File: src/rtl/core/mah_pkg.sv
package mah_pkg;

    localparam logic [31:0] NEXT_MASK = 32'hfffe0c00;
    localparam int RECIP_SHIFT = 26;

    typedef struct packed {
        logic [31:0] header_word;
        logic [15:0] adts_tail;
        logic        tail_present;
        logic        check_length;
        logic [31:0] next_header;
        logic        next_present;
    } t_in_word;

    typedef struct packed {
        logic        valid_res;
        logic [1:0]  version;
        logic [1:0]  layer;
        logic [3:0]  flags;
        logic [12:0] bitrate_kbps;
        logic [16:0] sample_rate_hz;
        logic [1:0]  channel_mode;
        logic [2:0]  channel_config;
        logic [12:0] frame_length;
        logic [10:0] samples_per_frame;
    } t_out_word;

    // bitrate in kbit/s, vi: 0 mpeg1 else 1, li: layer minus one
    function automatic logic [8:0] mpeg_kbps(input logic vi, input logic [1:0] li,
                                             input logic [3:0] idx);
        logic [8:0] k;
        k = 9'd0;
        if (!vi && li == 2'd0) begin
            case (idx)
                4'd1: k = 9'd32;   4'd2: k = 9'd64;   4'd3: k = 9'd96;
                4'd4: k = 9'd128;  4'd5: k = 9'd160;  4'd6: k = 9'd192;
                4'd7: k = 9'd224;  4'd8: k = 9'd256;  4'd9: k = 9'd288;
                4'd10: k = 9'd320; 4'd11: k = 9'd352; 4'd12: k = 9'd384;
                4'd13: k = 9'd416; 4'd14: k = 9'd448;
                default: k = 9'd0;
            endcase
        end else if (!vi && li == 2'd1) begin
            case (idx)
                4'd1: k = 9'd32;   4'd2: k = 9'd48;   4'd3: k = 9'd56;
                4'd4: k = 9'd64;   4'd5: k = 9'd80;   4'd6: k = 9'd96;
                4'd7: k = 9'd112;  4'd8: k = 9'd128;  4'd9: k = 9'd160;
                4'd10: k = 9'd192; 4'd11: k = 9'd224; 4'd12: k = 9'd256;
                4'd13: k = 9'd320; 4'd14: k = 9'd384;
                default: k = 9'd0;
            endcase
        end else if (!vi) begin
            case (idx)
                4'd1: k = 9'd32;   4'd2: k = 9'd40;   4'd3: k = 9'd48;
                4'd4: k = 9'd56;   4'd5: k = 9'd64;   4'd6: k = 9'd80;
                4'd7: k = 9'd96;   4'd8: k = 9'd112;  4'd9: k = 9'd128;
                4'd10: k = 9'd160; 4'd11: k = 9'd192; 4'd12: k = 9'd224;
                4'd13: k = 9'd256; 4'd14: k = 9'd320;
                default: k = 9'd0;
            endcase
        end else if (li == 2'd0) begin
            case (idx)
                4'd1: k = 9'd32;   4'd2: k = 9'd48;   4'd3: k = 9'd56;
                4'd4: k = 9'd64;   4'd5: k = 9'd80;   4'd6: k = 9'd96;
                4'd7: k = 9'd112;  4'd8: k = 9'd128;  4'd9: k = 9'd144;
                4'd10: k = 9'd160; 4'd11: k = 9'd176; 4'd12: k = 9'd192;
                4'd13: k = 9'd224; 4'd14: k = 9'd256;
                default: k = 9'd0;
            endcase
        end else begin
            case (idx)
                4'd1: k = 9'd8;    4'd2: k = 9'd16;   4'd3: k = 9'd24;
                4'd4: k = 9'd32;   4'd5: k = 9'd40;   4'd6: k = 9'd48;
                4'd7: k = 9'd56;   4'd8: k = 9'd64;   4'd9: k = 9'd80;
                4'd10: k = 9'd96;  4'd11: k = 9'd112; 4'd12: k = 9'd128;
                4'd13: k = 9'd144; 4'd14: k = 9'd160;
                default: k = 9'd0;
            endcase
        end
        return k;
    endfunction

    function automatic logic [16:0] mpeg_rate(input logic [1:0] ver, input logic [1:0] idx);
        logic [16:0] r;
        case ({ver, idx})
            4'b00_00: r = 17'd44100;
            4'b00_01: r = 17'd48000;
            4'b00_10: r = 17'd32000;
            4'b01_00: r = 17'd22050;
            4'b01_01: r = 17'd24000;
            4'b01_10: r = 17'd16000;
            4'b10_00: r = 17'd11025;
            4'b10_01: r = 17'd12000;
            4'b10_10: r = 17'd8000;
            default:  r = 17'd0;
        endcase
        return r;
    endfunction

    // floor(2^26 / rate)
    function automatic logic [13:0] mpeg_recip(input logic [1:0] ver, input logic [1:0] idx);
        logic [13:0] r;
        case ({ver, idx})
            4'b00_00: r = 14'd1521;
            4'b00_01: r = 14'd1398;
            4'b00_10: r = 14'd2097;
            4'b01_00: r = 14'd3043;
            4'b01_01: r = 14'd2796;
            4'b01_10: r = 14'd4194;
            4'b10_00: r = 14'd6086;
            4'b10_01: r = 14'd5592;
            4'b10_10: r = 14'd8388;
            default:  r = 14'd0;
        endcase
        return r;
    endfunction

    function automatic logic [16:0] adts_rate(input logic [3:0] idx);
        logic [16:0] r;
        case (idx)
            4'd0:  r = 17'd96000;
            4'd1:  r = 17'd88200;
            4'd2:  r = 17'd64000;
            4'd3:  r = 17'd48000;
            4'd4:  r = 17'd44100;
            4'd5:  r = 17'd32000;
            4'd6:  r = 17'd24000;
            4'd7:  r = 17'd22050;
            4'd8:  r = 17'd16000;
            4'd9:  r = 17'd12000;
            4'd10: r = 17'd11025;
            4'd11: r = 17'd8000;
            4'd12: r = 17'd7350;
            default: r = 17'd0;
        endcase
        return r;
    endfunction

endpackage

File: src/rtl/core/mpeg_audio_header_decode.sv
// channel   valid         stall         payload
// input     i_in_valid    o_in_stall    i_data  (mah_pkg::t_in_word)
// output    o_out_valid   i_out_stall   o_data  (mah_pkg::t_out_word)
//
// five register stages, one word accepted per cycle while o_in_stall is low
// the frame length quotient uses a reciprocal multiply, a back multiply and
// one correction step, each in a stage of its own
// each stage moves on when it is empty or the next one moves, so bubbles fill
// under an output stall; i_rst_n clears the stage valid bits only
module mpeg_audio_header_decode (
    input  logic               i_clk,
    input  logic               i_rst_n,
    input  logic               i_in_valid,
    output logic               o_in_stall,
    input  mah_pkg::t_in_word  i_data,
    output logic               o_out_valid,
    input  logic               i_out_stall,
    output mah_pkg::t_out_word o_data
);
    import mah_pkg::*;

    typedef struct packed {
        logic        ok;
        logic        adts;
        logic [1:0]  ver;
        logic [1:0]  lay;
        logic [3:0]  flg;
        logic [12:0] kbps;
        logic [16:0] rate;
        logic [1:0]  cmode;
        logic [2:0]  ccfg;
        logic [12:0] flen;
        logic [10:0] spf;
        logic [17:0] spf125;
        logic [2:0]  pad;
        logic        chk;
        logic        nxt_ok;
        logic        match;
        logic [13:0] recip;
        logic [30:0] prod;
        logic [12:0] qest;
        logic [30:0] back;
    } t_work;

    logic [3:0]  r_v;
    t_work       r_s1, r_s2, r_s3, r_s4;
    t_work       n_s1, n_s2, n_s3, n_s4;
    logic        r_vo;
    t_out_word   r_out, n_out;
    logic [4:0]  en;

    assign en[4] = !r_vo || !i_out_stall;
    assign en[3] = !r_v[3] || en[4];
    assign en[2] = !r_v[2] || en[3];
    assign en[1] = !r_v[1] || en[2];
    assign en[0] = !r_v[0] || en[1];
    assign o_in_stall = !en[0];

    // decode and table lookup
    always_comb begin
        logic [7:0] b1, b2, b3;
        logic [1:0] vb, lb, li;
        logic       vi;
        b1 = i_data.header_word[23:16];
        b2 = i_data.header_word[15:8];
        b3 = i_data.header_word[7:0];
        vb = b1[4:3];
        lb = b1[2:1];
        li = 2'd0;
        vi = 1'b0;
        n_s1 = '0;
        n_s1.chk = i_data.check_length;
        n_s1.nxt_ok = i_data.next_present;
        n_s1.match = (i_data.header_word & NEXT_MASK) == (i_data.next_header & NEXT_MASK);
        n_s1.ok = i_data.header_word[31:24] == 8'hff && b1[7:5] == 3'b111 && b1 != 8'hff
                  && vb != 2'd1;
        case (vb)
            2'd0:    n_s1.ver = 2'd2;
            2'd2:    n_s1.ver = 2'd1;
            default: n_s1.ver = 2'd0;
        endcase
        n_s1.flg[0] = !b1[0];
        n_s1.lay = 2'd0 - lb;
        if (lb == 2'd0) begin
            n_s1.adts = 1'b1;
            if (vb == 2'd2) begin
                n_s1.ver = 2'd3;
            end else if (vb == 2'd3) begin
                n_s1.ver = 2'd1;
            end else begin
                n_s1.ok = 1'b0;
            end
            n_s1.rate = adts_rate(b2[5:2]);
            n_s1.spf = 11'd1024;
            n_s1.ccfg = {b2[0], b3[7:6]};
            n_s1.cmode = (n_s1.ccfg == 3'd1) ? 2'd3 : 2'd0;
            n_s1.flg[3] = b3[5];
            n_s1.flg[2] = b3[2];
            if (i_data.tail_present) begin
                n_s1.flen = {b3[1:0], i_data.adts_tail[15:8], i_data.adts_tail[7:5]};
            end
        end else begin
            vi = n_s1.ver != 2'd0;
            li = 2'd3 - lb;
            n_s1.kbps = {4'd0, mpeg_kbps(vi, li, b2[7:4])};
            n_s1.rate = mpeg_rate(n_s1.ver, b2[3:2]);
            n_s1.recip = mpeg_recip(n_s1.ver, b2[3:2]);
            if (n_s1.kbps == 13'd0 || n_s1.rate == 17'd0) begin
                n_s1.ok = 1'b0;
            end
            n_s1.cmode = b3[7:6];
            n_s1.flg[3] = b3[2];
            n_s1.flg[2] = b3[3];
            n_s1.flg[1] = b2[1];
            case (li)
                2'd0: begin
                    n_s1.spf = 11'd384;
                    n_s1.spf125 = 18'd48000;
                    n_s1.pad = 3'd4;
                end
                2'd1: begin
                    n_s1.spf = 11'd1152;
                    n_s1.spf125 = 18'd144000;
                    n_s1.pad = 3'd1;
                end
                default: begin
                    n_s1.spf = vi ? 11'd576 : 11'd1152;
                    n_s1.spf125 = vi ? 18'd72000 : 18'd144000;
                    n_s1.pad = 3'd1;
                end
            endcase
        end
    end

    // numerator product
    always_comb begin
        n_s2 = r_s1;
        if (r_s1.adts) begin
            n_s2.prod = {18'd0, r_s1.flen} * {14'd0, r_s1.rate};
        end else begin
            n_s2.prod = r_s1.kbps * r_s1.spf125;
        end
    end

    // reciprocal multiply, adts bitrate rounding
    always_comb begin
        logic [40:0] q;
        logic [30:0] s;
        n_s3 = r_s2;
        q = r_s2.prod[25:0] * {1'b0, r_s2.recip};
        s = r_s2.prod + 31'd512;
        if (r_s2.adts) begin
            n_s3.kbps = s[29:17];
        end else begin
            n_s3.qest = q[RECIP_SHIFT +: 13];
        end
    end

    // back multiply
    always_comb begin
        n_s4 = r_s3;
        n_s4.back = r_s3.qest * r_s3.rate;
    end

    // correction, padding, next header check
    always_comb begin
        logic [30:0] rem;
        logic [12:0] fl;
        rem = r_s4.prod - r_s4.back;
        fl = r_s4.flen;
        if (!r_s4.adts) begin
            fl = r_s4.qest + ((rem >= {14'd0, r_s4.rate}) ? 13'd1 : 13'd0);
            if (r_s4.flg[1]) begin
                fl = fl + {10'd0, r_s4.pad};
            end
        end
        n_out = '0;
        if (r_s4.ok && !(r_s4.chk && (fl == 13'd0 || !r_s4.nxt_ok || !r_s4.match))) begin
            n_out.valid_res = 1'b1;
            n_out.version = r_s4.ver;
            n_out.layer = r_s4.lay;
            n_out.flags = r_s4.flg;
            n_out.bitrate_kbps = r_s4.kbps;
            n_out.sample_rate_hz = r_s4.rate;
            n_out.channel_mode = r_s4.cmode;
            n_out.channel_config = r_s4.ccfg;
            n_out.frame_length = fl;
            n_out.samples_per_frame = r_s4.spf;
        end
    end

    always_ff @(posedge i_clk) begin
        if (!i_rst_n) begin
            r_v <= '0;
            r_vo <= 1'b0;
        end else begin
            if (en[0]) r_v[0] <= i_in_valid;
            if (en[1]) r_v[1] <= r_v[0];
            if (en[2]) r_v[2] <= r_v[1];
            if (en[3]) r_v[3] <= r_v[2];
            if (en[4]) r_vo <= r_v[3];
        end
    end

    always_ff @(posedge i_clk) begin
        if (en[0]) r_s1 <= n_s1;
        if (en[1]) r_s2 <= n_s2;
        if (en[2]) r_s3 <= n_s3;
        if (en[3]) r_s4 <= n_s4;
        if (en[4]) r_out <= n_out;
    end

    assign o_out_valid = r_vo;
    assign o_data = r_out;

    a_zero_when_bad: assert property (@(posedge i_clk) disable iff (!i_rst_n)
        o_out_valid && !o_data.valid_res |-> o_data == '0)
        else $error("rejected header carries nonzero fields");

    a_adts_shape: assert property (@(posedge i_clk) disable iff (!i_rst_n)
        o_out_valid && o_data.valid_res && o_data.layer == 2'd0
        |-> o_data.samples_per_frame == 11'd1024 && o_data.flags[1] == 1'b0)
        else $error("adts result with wrong frame shape");

    a_stall_full: assert property (@(posedge i_clk) disable iff (!i_rst_n)
        o_in_stall |-> r_v[0] && r_v[1] && r_v[2] && r_v[3] && r_vo && i_out_stall)
        else $error("input stalled with a free stage");

endmodule

File: config.mk
export PLATFORM = sky130hd
export DESIGN_NAME = mpeg_audio_header_decode
export DESIGN_NICKNAME = d
export VERILOG_FILES = /design/src/rtl/core/mah_pkg.sv /design/src/rtl/core/mpeg_audio_header_decode.sv
export SDC_FILE = /design/constraint.sdc
export NUM_CORES = 2
export LEC_CHECK = 0
export ABC_AREA = 1
export BUFFER_PORTS_ARGS = -buffer_cell sky130_fd_sc_hd__buf_2
export CORE_UTILIZATION = 35
export DETAILED_ROUTE_END_ITERATION = 7
export HOLD_SLACK_MARGIN = 0.02
export SYNTH_ARGS = -nofsm -noshare
export SYNTH_HDL_FRONTEND = slang
export SYNTH_SLANG_ARGS = --single-unit
File: constraint.sdc
create_clock -name i_clk -period 33.9 [get_ports i_clk]
set_input_delay 5.085 -clock i_clk [delete_from_list [all_inputs] [get_ports i_clk]]
set_output_delay 5.085 -clock i_clk [all_outputs]
set_load 0.1 [all_outputs]
# == After elaboration in Yosys (flattened, before gate mapping) ==
# Memory sizes are Yosys's and may differ from the RTL's. A register that Yosys moved wholly into a read port is not among the register bits.
# Index checks and enable logic that the tools add are counted.
# op_classes
addsub,6
mul,4
n_lt_le_gt_ge,1
eq_ne,9
muxes,26
reduce_logical,35
# ops
op,count
two-way mux 68 bit,1
case mux 32 bit (2 select lines),1
multiplier 13 x 17 -> 30 bit,2
two-way mux 9 bit,5
multiplier 26 x 14 -> 39 bit,1
two-way mux 13 bit,3
greater-or-equal comparator 31 x 17 -> 1 bit,1
multiplier 13 x 18 -> 31 bit,1
subtractor 31 x 30 -> 31 bit,1
adder 30 x 10 -> 30 bit (second input constant),1
two-way mux 30 bit,1
two-way mux 19 bit,1
two-way mux 18 bit,1
== test 17 bit,1
logical NOT 17 bit,1
two-way mux 17 bit,1
adder 13 x 1 -> 13 bit,1
adder 13 x 3 -> 13 bit,1
logical NOT 13 bit,1
logical NOT 1 bit,12
two-way mux 11 bit,1
logical NOT 9 bit,1
== test 8 bit (second input constant),1
logical OR 1 bit,8
other kinds (16),32
# totals
regBits,554
romBits,1168
output_inout_bits,70
mem_count,8
# memory_table
memory,depth,word_bits,read_ports,rd_ports_with_merged_regs,wr,line,text
(name not given),16,17,1,0,0,mah_pkg.sv:119,case (idx)
(name not given),16,15,1,0,0,mah_pkg.sv:84,"case ({ver, idx})"
(name not given),16,14,1,1,0,mah_pkg.sv:102,"case ({ver, idx})"
(name not given),16,6,1,0,0,mah_pkg.sv:43,case (idx)
(name not given),16,6,1,0,0,mah_pkg.sv:52,case (idx)
(name not given),16,6,1,0,0,mah_pkg.sv:61,case (idx)
+2 memories,--,--,--,--,--,--,

# == Logic depth before layout (Yosys ltp) ==
# logic_depth
ltp_word,14
depth_mapped,46

# == Least setup slack after synthesis ==
# No wires, ideal clock.
# synth_timing
kind,input port to output port
start,input port i_out_stall
end,output port o_in_stall
t_arrival_ps,15122
required_ps,28815
path_slack_ps,13693
cell_stages,8
path_buffers,0
cell_sequence,nand2_1 -> nor2_1 -> inv_1 -> nor2_1 -> inv_1 -> nor2_1 -> inv_1 -> nor2_1
# synth_via
elab_chain_cells,7
# synth_lines
element,line,text
start: declaration,mpeg_audio_header_decode.sv:17,"input logic i_out_stall,"
logical NOT 1 bit,mpeg_audio_header_decode.sv:52,assign en[4] = !r_vo || !i_out_stall;
logical OR 1 bit,mpeg_audio_header_decode.sv:52,
logical OR 1 bit,mpeg_audio_header_decode.sv:53,assign en[3] = !r_v[3] || en[4];
net en[3],mpeg_audio_header_decode.sv:50,logic [4:0] en;
logical OR 1 bit,mpeg_audio_header_decode.sv:54,assign en[2] = !r_v[2] || en[3];
net en[2],mpeg_audio_header_decode.sv:50,
logical OR 1 bit,mpeg_audio_header_decode.sv:55,assign en[1] = !r_v[1] || en[2];
net en[1],mpeg_audio_header_decode.sv:50,
logical OR 1 bit,mpeg_audio_header_decode.sv:56,assign en[0] = !r_v[0] || en[1];
logical NOT 1 bit,mpeg_audio_header_decode.sv:57,assign o_in_stall = !en[0];
end: declaration,mpeg_audio_header_decode.sv:14,"output logic o_in_stall,"
# The timed path passes the listed nets, and every way through them passes these cells.

# == Worst setup path in the final report ==
# layout_timing
start,input port i_out_stall
end,output port o_in_stall
# layout_via
elab_chain_cells,7
# layout_lines
element,line
logical NOT 1 bit,mpeg_audio_header_decode.sv:52
logical OR 1 bit,mpeg_audio_header_decode.sv:52
net en[4],mpeg_audio_header_decode.sv:50
logical OR 1 bit,mpeg_audio_header_decode.sv:53
net en[3],mpeg_audio_header_decode.sv:50
logical OR 1 bit,mpeg_audio_header_decode.sv:54
net en[2],mpeg_audio_header_decode.sv:50
logical OR 1 bit,mpeg_audio_header_decode.sv:55
net en[1],mpeg_audio_header_decode.sv:50
logical OR 1 bit,mpeg_audio_header_decode.sv:56
logical NOT 1 bit,mpeg_audio_header_decode.sv:57
# The timed path passes the listed nets, and every way through them passes these cells.

==> flow_summary.ini <==
[status]
status = complete, no violations

[yosys]
seq_area_frac_synth = 0.306
yosys.area.top_type_share = 0.303
avgSynthCellArea_sq_um = 9.14
synth_top_flop_cell = edfxtp_1
async_flop_share = 0
syn_area_sq_um = 48300
yosysUniqueCellTypes = 51
synth_edf_count = 488
synthTopCellsByArea = edfxtp_1 (30%), fa_1 (27%), ha_1 (10%)
syn_inst = 5284
synth.largest_area_cell = edfxtp_1
ys_seq_elements = 493
ys_warn_count = 0

[placed_design]
hpwl_microns = 90200
place_congestion = 0.905
place_inst = 7031
port_buffers = 129

[cells_and_area]
diodes = 0
final_nets = 6422
synthToLayoutAreaGrowth_pct = 8.76
drive_gt1_frac = 0.0542
fin_cells = 7129
final_cell_mix = nand2_1 (1,278), inv_1 (1,229), fa_1 (642)
final_common_cell = nand2_1
fillerInstances = 13600

[setup_path]
cp_common_cell = nor2_1
crit_path_end_kind = output port
cp_cell_sequence = buf_2 -> nand2_4 -> nor2_1 -> inv_6 -> nor2_1 -> inv_4 -> nor2_1 -> inv_4 -> nor2_1 -> buf_2
cpMaxStageDelayCell = inv_6
start_kind = input port
cp_data_required_time_ns = 28.81
critPathMaxStageDelay_ns = 0.56
arrival_ns = 8.28
worstSetupPathType = in2out
cp_max_fo = 65

[sta]
relSlewSlack = 0.115
slew_violations = 0
tns_ns = 0
fin_worst_skew_ns = 0.0539
rsz0062_at_grt = no
fin_crit_sh = 0.394
setup_viol = 0
tightest_slew_ns = 1.33
hold_viol = 0
timing.fmax_ghz = 0.0748
period_minus_slack_ns = 13.37

[drt]
ant_nets = 0
initialDrtViolationCount = 2198
vias_per_cell = 4.83
avgRoutedWirePerCell_microns = 16.8
vias = 34400
firstDrtPassIters = 6
drc = 0
totalWireLength_microns = 119000

[cts]
clockBufferDepth = 3
clkTransAtPathRegs_ns = 0.06
cts_tree = done
hold_buffers = 0
post_cts_resized = 0
cts.htree.levels = 2
numCtsBuffers = 54
clkLatencyLatePin_ns = 0.66
cts.sinks = 493
cts-root-buf = clkbuf_16
post-cts-setup-buffers = 0

[grt]
met2_usage = 0.294
grt_util_all_layers = 0.175
use_met1 = 0.238
antenna_found_initial = 5
grt-ovfl-total = 0
grt_max_degree = 78
grtUsageMet3 = 0.0206
grt-busiest-layer = met2
grt_pass1_wl_microns = 194000
first_global_vias = 35700

[power_and_ir_drop]
combPwrFrac = 0.470
pwr-share-clk = 0.226
p_seq_frac = 0.304
p_switching_mw = 1.14
switching_share = 0.419
p_per_area_nw_per_um2 = 52.1
p_int_mw = 1.59
p_leak_nw = 27.0
ir_drop_mv = 0.0477

[die]
start_util = 0.355
num_io_pins = 157
dieArea_sq_um = 139000
core_area_sq_um = 136000
dieHeight_microns = 373
rows = 135
die_x_microns = 373

[job]
cap_violations = 0

[worst_hold_path]
hold_class = reg2reg
## sequential cells by signal, indices dropped and copies added (netlist names)
| register | flops |
|---|---|
| r_s2 | 6 |
| r_s4 | 139 |
| r_v | 4 |
| n_s2 | 76 |
| o_data | 61 |
| n_s3 | 97 |
| o_out_valid | 1 |
| n_s4 | 109 |
## power by group through the flow
stage          Sequential, mW  Combinational [mW]  Clock (mW)
2_1_floorplan           0.791               0.983           0
3_3_place_gp            0.841                1.27           0
3_5_place_dp            0.842                1.29           0
4_1_cts                 0.830                1.30       0.635
5_1_grt                 0.837                1.49       0.657
6_report                0.830                1.29       0.618
## kinds of logic (layout without fill, tap and decap cells)
| family | Yosys count | in the layout | share of synthesized area |
|---|---|---|---|
| AO/OA/AOI/OAI | 474 | 474 | 0.0547 |
| XOR/XNOR | 82 | 82 | 0.0149 |
| adder cells (fa/ha/maj) | 1029 | 1029 | 0.366 |
| buffers and inverters | 1449 | 1508 | 0.114 |
| flip-flops | 493 | 493 | 0.306 |
| other | 1 | 6 | 0.0000777 |
| AND/OR/NAND/NOR | 1756 | 1756 | 0.144 |
## Yosys cell counts, types with 12 or more instances
cell type  number
nand2_1      1279
nor2_1        278
nand3_1       105
o21ai_0       140
o21bai_1       12
a21oi_1       216
ha_1          387
edfxtp_1      488
fa_1          642
xnor2_1        39
inv_1        1233
nand4_1        35
clkbuf_1      192
a31oi_1        28
nor3_1         19
xor2_1         43
o211ai_1       14
## critical path, delay by kind of cell
family | cells | cell delay (ns)
AND/OR/NAND/NOR | 5 | 1.13
buffers and inverters | 5 | 2.05
## layer usage
metal | wire length (microns) | vias to the layer above | part of all wire
met3 | 6590 | 173 | 0.055
met4 | 3030 | 0 | 0.025
met5 | 0 | - | 0
met2 | 56800 | 985 | 0.48
li1 | - | 16200 | -
met1 | 53100 | 17100 | 0.44
## cell type report
cell class,instances,area [sq um],area share
multi-input cells,3347,28000,0.534
well taps,1781,2230,0.0424
clock inverters,41,499,0.00951
flip-flops and latches,493,14800,0.281
inverters,1237,4650,0.0886
repair buffers,173,976,0.0186
clock buffers,57,1360,0.0259
## path summary, 6_finish.rpt
| check | startpoint | endpoint | slack [ns] | cells after the start |
|---|---|---|---|---|
| max | i_out_stall | o_in_stall | 20.53 | 10 |
| min | n_s4[55]$_DFFE_PP_ | r_s4[55]$_DFFE_PP_ | 0.41 | 0 |
| max reg2reg | r_s4[48]$_DFFE_PP_ | o_data[47]$_SDFFCE_PN0P_ | 26.44 | 37 |
| min reg2reg | n_s4[55]$_DFFE_PP_ | r_s4[55]$_DFFE_PP_ | 0.41 | 0 |
## per-stage QoR
step | worst slack (ns) | cell area, sq um | power [mW] | utilization | hold slack [ns]
global route | 20.22 | 52500 | 2.98 | 0.386 | 0.414
detailed placement | 20.40 | 50700 | 2.13 | 0.372 | 0.405
floorplan | 13.69 | 48300 | 1.77 | - | 0.400
CTS | 20.40 | 52500 | 2.76 | 0.386 | 0.391
global placement | 20.45 | 50700 | 2.11 | 0.372 | 0.400
finish | 20.53 | 52500 | 2.73 | 0.386 | 0.408
Note: power is estimated with default switching activity, not from simulation.
